$ cat src/hdl/mbrot_pkg.sv
// Shared types, constants and fixed-point helpers of the Mandelbrot pixel evaluator.
package mbrot_pkg;

   localparam int Q_W               = 32;
   localparam int FRAC_BITS         = 24;
   localparam int PIX_W             = 10;
   localparam int ITER_W            = 16;
   localparam int COLOR_W           = 8;
   localparam int CSR_IDX_W         = 3;
   localparam int IMAGE_WIDTH_LOG2  = 10;
   localparam int IMAGE_HEIGHT_LOG2 = 10;

   // Pixel position times window span, both sign extended.
   localparam int PROD_W = PIX_W + Q_W + 2;
   // Working width for exact sums before saturation.
   localparam int WIDE_W = 48;

   localparam logic [Q_W:0] ESCAPE_LIMIT = (Q_W + 1)'(4) << FRAC_BITS;

   localparam logic signed [WIDE_W-1:0] Q_MAX_WIDE =
      {{(WIDE_W-Q_W+1){1'b0}}, {(Q_W-1){1'b1}}};
   localparam logic signed [WIDE_W-1:0] Q_MIN_WIDE =
      {{(WIDE_W-Q_W+1){1'b1}}, {(Q_W-1){1'b0}}};

   typedef enum logic [CSR_IDX_W-1:0] {
      CSR_X_LEFT         = 3'd0,
      CSR_X_RIGHT        = 3'd1,
      CSR_Y_TOP          = 3'd2,
      CSR_Y_BOTTOM       = 3'd3,
      CSR_MAX_ITERATIONS = 3'd4
   } csr_index_type;

   typedef struct packed {
      logic accept;
      logic map;
      logic iter_sum;
      logic iter_sq;
      logic out_load;
   } dp_cmd_type;

   typedef struct packed {
      logic iter_done;
      logic out_free;
   } dp_status_type;

   // Clamp an exact sum to the signed Q8.24 range.
   function automatic logic signed [Q_W-1:0] sat_q(input logic signed [WIDE_W-1:0] v);
      if (v > Q_MAX_WIDE) begin
         return {1'b0, {(Q_W-1){1'b1}}};
      end else if (v < Q_MIN_WIDE) begin
         return {1'b1, {(Q_W-1){1'b0}}};
      end else begin
         return v[Q_W-1:0];
      end
   endfunction

   // Square in Q8.24, truncated, clamped to the positive maximum.
   function automatic logic [Q_W-1:0] square_q(input logic signed [Q_W-1:0] v);
      logic signed [2*Q_W-1:0] p;
      p = v * v;
      if (|p[2*Q_W-1:FRAC_BITS+Q_W-1]) begin
         return {1'b0, {(Q_W-1){1'b1}}};
      end else begin
         return {1'b0, p[FRAC_BITS+Q_W-2:FRAC_BITS]};
      end
   endfunction

endpackage

$ cat src/hdl/mbrot_ctrl.sv
// Sequencer of the Mandelbrot pixel evaluator: mapping, iteration loop and result hand-off.
module mbrot_ctrl (
   input  logic                     clock,
   input  logic                     reset,
   input  logic                     req_valid,
   output logic                     req_stall,
   input  mbrot_pkg::dp_status_type status,
   output mbrot_pkg::dp_cmd_type    cmd
);
   import mbrot_pkg::*;

   typedef enum logic [2:0] {
      S_IDLE,
      S_MAP,
      S_ITER_SUM,
      S_ITER_SQ,
      S_FINISH
   } state_type;

   state_type state_ff, state_in;
   logic      req_stall_ff;

   always_comb begin
      state_in = state_ff;
      cmd      = '0;
      case (state_ff)
         S_IDLE: begin
            if (req_valid) begin
               cmd.accept = 1'b1;
               state_in   = S_MAP;
            end
         end
         S_MAP: begin
            cmd.map  = 1'b1;
            state_in = S_ITER_SUM;
         end
         S_ITER_SUM: begin
            // The loop test is made on the squares left by the previous step.
            if (status.iter_done) begin
               state_in = S_FINISH;
            end else begin
               cmd.iter_sum = 1'b1;
               state_in     = S_ITER_SQ;
            end
         end
         S_ITER_SQ: begin
            cmd.iter_sq = 1'b1;
            state_in    = S_ITER_SUM;
         end
         S_FINISH: begin
            if (status.out_free) begin
               cmd.out_load = 1'b1;
               state_in     = S_IDLE;
            end
         end
         default: begin
            state_in = S_IDLE;
         end
      endcase
   end

   always_ff @(posedge clock) begin
      if (reset) begin
         state_ff     <= S_IDLE;
         req_stall_ff <= 1'b0;
      end else begin
         state_ff     <= state_in;
         req_stall_ff <= (state_in != S_IDLE);
      end
   end

   assign req_stall = req_stall_ff;

   a_accept_then_busy: assert property (@(posedge clock) disable iff (reset)
      (req_valid && !req_stall) |=> req_stall)
      else $error("input taken but block did not go busy");

   a_sq_follows_sum: assert property (@(posedge clock) disable iff (reset)
      (state_ff == S_ITER_SQ) |-> $past(state_ff == S_ITER_SUM))
      else $error("square phase entered without a sum phase");

   a_finish_to_idle: assert property (@(posedge clock) disable iff (reset)
      (state_ff == S_FINISH && status.out_free) |=> (state_ff == S_IDLE && !req_stall))
      else $error("block did not return to idle after handing off a result");

endmodule

$ cat config.mk
export PLATFORM = sky130hd
export DESIGN_NAME = mbrot_ctrl
export DESIGN_NICKNAME = d
export VERILOG_FILES = /design/src/hdl/mbrot_pkg.sv /design/src/hdl/mbrot_ctrl.sv
export SDC_FILE = /design/constraint.sdc
export NUM_CORES = 1
export LEC_CHECK = 0
export ABC_AREA = 1
export BUFFER_PORTS_ARGS = -buffer_cell sky130_fd_sc_hd__buf_2
export CAP_MARGIN = 5
export CORE_AREA = 2 2 39 41
export CTS_BUF_LIST = sky130_fd_sc_hd__clkbuf_8
export CTS_CLUSTER_DIAMETER = 40
export DETAILED_ROUTE_END_ITERATION = 12
export DIE_AREA = 0 0 41 43
export MAX_ROUTING_LAYER = met4
export SLEW_MARGIN = 20
export SYNTH_ARGS = -nofsm -noshare
export SYNTH_HDL_FRONTEND = slang
export SYNTH_SLANG_ARGS = --single-unit
$ cat constraint.sdc
create_clock -name clock -period 0.9 [get_ports clock]
set_input_delay 0.09 -clock clock [delete_from_list [all_inputs] [get_ports clock]]
set_output_delay 0.09 -clock clock [all_outputs]
set_load 0.05 [all_outputs]
==> results of run 1 <==
## layer usage
layer  routed length (um)  vias to the layer above  track usage [%]
li1                     -                      134                -
met1                  217                      114            6.774
met2                  387                        5            13.75
met3                   25                        0            3.665
met4                    0                        0            11.33
met5                    0                        -                -
## cell families (layout without fill, tap and decap cells)
logic type	Yosys count	after routing
buffers and inverters	10	29
and+or+nand+nor	14	14
DFF	4	4
AOI/OAI and AO/OA	4	4
## worst max-delay path, cell delays in order (launching register included)
cell	delay, ns
dfxtp_2	0.34
nor2_4	0.12
nand3_2	0.13
clkinvlp_4	0.11
buf_8	0.14
## layout make-up
type	count	area (sq um)
clock buffers	3	41.29
fillers	150	899.6
inverters	10	50.05
multi-input cells	18	142.6
flip-flops and latches	4	88.84
well taps	16	20.02
repair buffers	16	141.4
## cells in the mapped netlist, drive strengths merged
library cell and count:
nor2 4, dfxtp 4, nand3 3, inv 10, nor3 1, o22ai 1
nand2 6, a21oi 3
## state kept, by name, indices dropped and copies added, names as in the netlist
signal	flops
state_ff	3
req_stall	1
## what timing repair did
item / CTS / global route
endpoints found under the setup margin: 9 / 9
buffers inserted: 3 / 1
resized for setup: 24 / 8
pin swaps: 2 / 4
## path summary, 6_finish.rpt
kind,startpoint,endpoint,slack (ns),cells past startpoint
setup / recovery,state_ff[0]$_SDFF_PP0_,cmd[4],-0.24,4
hold / removal,reset,state_ff[1]$_SDFF_PP0_,0.10,2
setup reg to reg,state_ff[2]$_SDFF_PP0_,state_ff[1]$_SDFF_PP0_,-0.08,5
hold reg to reg,state_ff[1]$_SDFF_PP0_,state_ff[0]$_SDFF_PP0_,0.65,3
## where the power goes
group          internal (mW)  switching [mW]
logic                 0.0969           0.148
registers              0.191          0.0152
clock network          0.285          0.0873
total                  0.572           0.251
## metrics by stage
step                      cells  hold slack, ns  cell area, sq um  util [%]  TNS (ns)
after floorplan              32          0.1517             234.0         -   -0.2672
after global placement       61          0.2964             326.6     23.60   -0.4751
after detailed placement     61          0.3027             326.6     23.60   -0.5459
after CTS                    67         0.07119             459.2     33.18    -1.580
after global routing         67          0.1024             484.2     34.99    -1.644
final                        67          0.1012             484.2     34.99    -1.162
==> impl_metrics.toml, run 1 <==
[die]
initial_core_util_pct = 14.74
rows = 14
design.die.area_sq_um = 1763
dieHeight_um = 43
io_pins = 11
dieWidth_um = 41
coreArea_sq_um = 1384

[logic_synthesis]
synth_area_per_cell_sq_um = 6.373
synth-simple-area-share_pct = 31.90
synth_cell_types = 11
yosys_register_bits = 4
synth.area.mux_share_pct = 0
seq_area_frac_synth_pct = 39.26
syn-instance-count = 32
syn_area_sq_um = 203.9
synthAdderAreaFrac_pct = 0
synthTopCellsByArea = "dfxtp_1 39%, inv_1 17%, nand2_1 11%, a21oi_1 7.4%, nor2_1 5.5%"
synth_top_family_by_area = "simple AND/OR/NAND/NOR gates"
syn_nets = 37
synth_compound_area_share_pct = 10.43
synth-xor-area-share_pct = 0
yosysTopAreaCell = "dfxtp_1"
synth_top_area_share_pct = 39.26
ys_warn_count = 0

[routing]
first_pass_iters = 2
ant_nets = 0
drc = 0
finalWirelength_um = 631
vias_per_cell = 3.776
wire_per_inst_um = 9.418
drtIter0Drc = 1
vias = 253

[power]
power_density_nw_per_um2 = 1700
power_mw = 0.8231
leakagePower_nw = 0.2315
vdd_drop_max_uv = 697.6

[grt]
grt_pass1_wl_um = 966
grt_pass1_vias = 274
grt-ovfl-total = 0
grtUsageTotal_pct = 9.166
grt_max_degree = 6
antenna_found_initial = 0

[sta]
period_needed_ns = 1.141
finalClockSkew_ns = 0.001041
hold_viol = 0
slew_headroom_pct = 83.42
rsz0062_at_grt = "yes"
worst_slack_ns = -0.2406
period_share_pct = 126.7
worst_pin_slew_ns = 0.2504
drv_slew = 0
fmax_mhz = 876.7
setup_viol = 9

[place]
port_buffers = 10
gp_congestion = 0.6606
dpl.hpwl_um = 400.4
place_ws_ns = -0.1387

[critical_path]
critPathLaunchType = "register"
worstSetupPathType = "reg2out"
crit_path_end_kind = "output pin"
critPathMaxFanout = 3
crit_required_ns = 0.81
cp.arrival_ns = 1.05

[cells_and_area]
mostFrequentLayoutCells = "5 x buf_2, 5 x buf_4, 4 x inv_1, 4 x nand2_1"
drive_gt1_share_pct = 78.43
syn_to_final_growth_pct = 137.4
antennaDiodeCount = 0
nets = 58

[outcome]
violations = "negative setup slack"
outcome = "complete, but fails checks"

[cts]
cts_tree = "done"
path_clk_slew_ns = 0.03
clock_sinks = 4
cts_buffer_depth = 2
cts_buffers = 3
cts_max_level = 1
postCtsHoldBufs = 0
insertion_delay_ns = 0.21
root_buffer = "clkbuf_8"

[hold_path]
min_path_type = "in2reg"

[job]
maxCapViolCount = 0
Power figures use the tool's default switching activity.
==> run 2, diff against run 1 <==
--- a/config.mk
+++ b/config.mk
@@ -14,6 +14,7 @@
 export DETAILED_ROUTE_END_ITERATION = 12
 export DIE_AREA = 0 0 41 43
 export MAX_ROUTING_LAYER = met4
+export SETUP_SLACK_MARGIN = 0.05
 export SLEW_MARGIN = 20
 export SYNTH_ARGS = -nofsm -noshare
 export SYNTH_HDL_FRONTEND = slang
==> run 2 against run 1 <==
Die area did not move. First-iteration DRC count rose by 100%. Combinational power fell by 5%. Worst setup slack got worse by 0.00053 ns. Routed wire length fell by 9.2%. Register-to-register slack improved by 0.02 ns. The run still ends with negative setup slack left. Sequential share of layout area rose by 1.0 points. Via count fell by 1.6%. Sequential cell count did not move.
==> impl_metrics.toml, run 2 (synthesized netlist as in run 1, its figures left out) <==
[die]
io_pins = 11
initial_core_util_pct = 14.74
design.die.area_sq_um = 1763
dieHeight_um = 43
rows = 14
dieWidth_um = 41
coreArea_sq_um = 1384

[outcome]
outcome = "complete, but fails checks"
violations = "negative setup slack"

[hold_path]
min_path_type = "in2reg"

[cells_and_area]
syn_to_final_growth_pct = 131.3
mostFrequentLayoutCells = "5 x nand2_1, 5 x buf_6, 4 x inv_1, 4 x buf_2"
final_core_util_pct = 34.09
drive_gt1_share_pct = 73.47
nFillCells = 151
nets = 56
largest_reg_flops = 3
antennaDiodeCount = 0
regMostFlops = "state_ff"
final_area_sq_um = 471.7

[critical_path]
crit_path_end_kind = "output pin"
critPathLaunchType = "register"
cp.arrival_ns = 1.05
crit_required_ns = 0.81
worstSetupPathType = "reg2out"
critPathMaxFanout = 4

[place]
detailed_place.area_sq_um = 326.6
gp_congestion = 0.6588
port_buffers = 10
dpl.hpwl_um = 387.6

[grt]
grtUsageTotal_pct = 8.454
grt_max_degree = 6
grt_pass1_vias = 251
antenna_found_initial = 0
grt-ovfl-total = 0
grt_pass1_wl_um = 903

[sta]
worst_slack_ns = -0.2412
setup_viol = 7
slew_headroom_pct = 90.05
drv_slew = 0
rsz0062_at_grt = "yes"
finalClockSkew_ns = 0.001097
period_share_pct = 126.8
hold_viol = 0
fmax_mhz = 876.3
worst_pin_slew_ns = 0.1493
period_needed_ns = 1.141

[routing]
finalWirelength_um = 573
drc = 0
vias = 249
vias_per_cell = 3.831
first_pass_iters = 2
wire_per_inst_um = 8.815
ant_nets = 0
drtIter0Drc = 2

[cts]
cts_buffers = 3
cts_max_level = 1
root_buffer = "clkbuf_8"
cts_tree = "done"
clock_sinks = 4
insertion_delay_ns = 0.21
path_clk_slew_ns = 0.03
cts_buffer_depth = 2

[power]
power_density_nw_per_um2 = 1717
leakagePower_nw = 0.2198
vdd_drop_max_uv = 535.8

[job]
maxCapViolCount = 0
==> run 2: cell count changes in the layout (fill, tap and decap cells not counted), sizes merged <==
cell / delta
buf: -2
==> run 2: final timing paths <==
check	start	cells past startpoint	slack [ns]	endpoint
min	reset	2	0.09	state_ff[1]$_SDFF_PP0_
max reg2reg	state_ff[1]$_SDFF_PP0_	6	-0.06	req_stall$_SDFF_PP0_
max	state_ff[1]$_SDFF_PP0_	4	-0.24	cmd[0]
min reg2reg	state_ff[2]$_SDFF_PP0_	3	0.57	state_ff[2]$_SDFF_PP0_
==> run 2: routing by layer <==
layer / routed length [um] / vias to the layer above / GRT usage, %
met5: 0 / - / -
met4: 0 / 0 / 10.00
met3: 38 / 0 / 3.141
met2: 323 / 6 / 12.19
met1: 211 / 111 / 7.120
li1: - / 132 / -
==> run 2: what timing repair did <==
action | CTS | global route
setup endpoints to repair | 10 | 9
hold buffers | 0 | 0
setup buffers | 3 | 0
hold endpoints to repair | 0 | 0
gates resized for setup | 27 | 6
pin swaps | 7 | 4
==> run 2: stage by stage <==
step	hold WS (ns)	setup slack, ns	power, mW	cells	setup TNS, ns
6_report	0.08841	-0.2412	0.8099	65	-1.159
5_1_grt	0.09778	-0.2995	0.8500	65	-1.617
4_1_cts	0.08065	-0.2458	0.8233	66	-1.472
3_5_place_dp	0.3026	-0.1738	0.3836	61	-0.7143
3_3_place_gp	0.2958	-0.1599	0.3825	61	-0.6624
2_1_floorplan	0.1517	-0.1183	0.3327	32	-0.2746
==> run 2: final cells by class <==
type	instances	area (sq um)	share of cell area [%]
Multi-Input combinational cell	18	140.1	29.71
Timing Repair Buffer	14	128.9	27.32
Sequential cell	4	91.34	19.36
Inverter	10	50.05	10.61
Clock buffer	3	41.29	8.753
Tap cell	16	20.02	4.244
==> run 2: worst max-delay path, stage by stage, from the launching register on <==
cell and delay (ns):
dfxtp_4 0.35, nor2_4 0.13, inv_2 0.07, nor3_4 0.11
buf_6 0.18
==> run 2: power breakdown <==
part,leakage (nW),internal [mW],total [mW],switching [mW]
registers,0.0351,0.190,0.206,0.0163
logic,0.163,0.0915,0.232,0.141
clock network,0.0216,0.285,0.371,0.0867
==> run 3, diff against run 2 <==
--- a/config.mk
+++ b/config.mk
@@ -9,8 +9,8 @@
 export BUFFER_PORTS_ARGS = -buffer_cell sky130_fd_sc_hd__buf_2
 export CAP_MARGIN = 5
 export CORE_AREA = 2 2 39 41
-export CTS_BUF_LIST = sky130_fd_sc_hd__clkbuf_8
-export CTS_CLUSTER_DIAMETER = 40
+export CTS_BUF_LIST = sky130_fd_sc_hd__clkbuf_4
+export CTS_CLUSTER_DIAMETER = 120
 export DETAILED_ROUTE_END_ITERATION = 12
 export DIE_AREA = 0 0 41 43
 export MAX_ROUTING_LAYER = met4
==> run 3 against run 2 <==
The run still ends with negative setup slack left. Worst setup slack got worse by 0.020 ns. Critical path depth unchanged. Clock power decreased by 42%.
==> impl_metrics.toml, run 3 (synthesized netlist as in run 1, its figures left out) <==
[outcome]
outcome = "complete, but fails checks"
violations = "negative setup slack"

[cts]
path_clk_slew_ns = 0.03
cts_buffer_depth = 2
clock_sinks = 4
cts_tree = "done"
cts_max_level = 1
postCtsHoldBufs = 0
root_buffer = "clkbuf_4"
cts_buffers = 3
insertion_delay_ns = 0.23

[routing]
finalWirelength_um = 584
first_pass_iters = 2
vias = 249
ant_nets = 0
vias_per_cell = 3.831
wire_per_inst_um = 8.985
drtIter0Drc = 3
drc = 0

[sta]
worst_pin_slew_ns = 0.1508
period_needed_ns = 1.161
setup_viol = 8
rsz0062_at_grt = "yes"
whs_ns = 0.07708
hold_viol = 0
drv_slew = 0
worst_slack_ns = -0.2612
fmax_mhz = 861.2
finalClockSkew_ns = 0.002000
slew_headroom_pct = 89.95
period_share_pct = 129.0

[power]
power_density_nw_per_um2 = 1446
leakagePower_nw = 0.2120
vdd_drop_max_uv = 489.4

[critical_path]
critPathMaxFanout = 4
cpLargestDelayFamily = "flip-flops"
slowest_delay_ns = 0.35
setup.worst_path.start = "state_ff[1]$_SDFF_PP0_"
r2r_end = "req_stall$_SDFF_PP0_"
worstSetupPathType = "reg2out"
crit_path_end = "cmd[0]"
crit_required_ns = 0.81
cp.arrival_ns = 1.07
crit_path_end_kind = "output pin"
cp_slowest_cell = "dfxtp_4"
rr_worst_depth = 6
reg2reg_slack_ns = -0.06
critPathLaunchType = "register"
reg2reg_from = "state_ff[1]$_SDFF_PP0_"
path_depth = 4
path_buf_inv = 2
cp_cell_sequence = "nor2_4, inv_2, nor3_4, buf_6"

[grt]
grt_pass1_vias = 247
antenna_found_initial = 0
grt.busiest_layer = "met2"
grt_max_degree = 6
met1_usage_pct = 7.443
use_met3_pct = 4.712
met2_usage_pct = 11.56
grt-ovfl-total = 0
grt_pass1_wl_um = 897
grtUsageTotal_pct = 8.351

[place]
gp_congestion = 0.6588
detailed_place.area_sq_um = 326.6
dpl.hpwl_um = 387.6
port_buffers = 10
place_ws_ns = -0.1738

[cells_and_area]
nets = 56
syn_to_final_growth_pct = 122.1
regMostFlops = "state_ff"
final_area_sq_um = 452.9
antennaDiodeCount = 0
drive_gt1_share_pct = 73.47
final_core_util_pct = 32.73
largest_reg_flops = 3
mostFrequentLayoutCells = "5 x nand2_1, 5 x buf_6, 4 x inv_1, 4 x buf_2"
nFillCells = 159

[die]
design.die.area_sq_um = 1763
dieHeight_um = 43
io_pins = 11
dieWidth_um = 41
rows = 14
coreArea_sq_um = 1384
initial_core_util_pct = 14.74

[job]
maxCapViolCount = 0

[hold_path]
min_path_type = "in2reg"
## run 3: power by group
| group | total (mW) | leakage, nW | switching [mW] | internal [mW] |
|---|---|---|---|---|
| logic | 0.234 | 0.163 | 0.143 | 0.0916 |
| registers | 0.206 | 0.0351 | 0.0160 | 0.190 |
| clock network | 0.215 | 0.0138 | 0.0662 | 0.149 |
| total | 0.655 | 0.212 | 0.225 | 0.430 |
## run 3: final cells by class
class | count | area [sq um] | area share, %
multi-input combinational | 18 | 140.1 | 30.94
clock buffer | 3 | 22.52 | 4.972
timing repair buffer | 14 | 128.9 | 28.45
tap | 16 | 20.02 | 4.420
sequential | 4 | 91.34 | 20.17
inverter | 10 | 50.05 | 11.05
## run 3: worst min path at each step
stage               start                endpoint  slack, ns  cells past startpoint
global placement    reset  state_ff[1]$_SDFF_PP0_       0.30                      2
global route        reset  state_ff[1]$_SDFF_PP0_       0.08                      2
detailed placement  reset  state_ff[1]$_SDFF_PP0_       0.30                      2
finish              reset  state_ff[1]$_SDFF_PP0_       0.08                      2
CTS                 reset  state_ff[1]$_SDFF_PP0_       0.06                      2
floorplan           reset  state_ff[1]$_SDFF_PP0_       0.15                      1
## run 3: repair_timing
action                                  in CTS  in global routing
resized for setup                           27                  6
pin swaps                                    7                  4
endpoints found under the setup margin      10                  9
buffers inserted                             3                  1
## run 3: routing by layer
layer | up-vias | wire length (um)
met3 | 0 | 38
met5 | - | 0
li1 | 133 | -
met4 | 0 | 0
met1 | 110 | 202
met2 | 6 | 343
## run 3: per-stage QoR
stage	power, mW	setup TNS (ns)	instances
after global placement	0.3825	-0.6624	61
after detailed placement	0.3836	-0.7143	61
final	0.6550	-1.258	65
after floorplan	0.3327	-0.2746	32
after CTS	0.6662	-1.584	66
after global routing	0.6953	-1.732	65
## run 3: worst reg2reg max path: stages, from the launching register on
cell and delay, ns:
dfxtp_4 0.35, nor2_4 0.13, inv_2 0.07, buf_6 0.11
a21oi_2 0.11, nand2_1 0.07, nand2_1 0.07
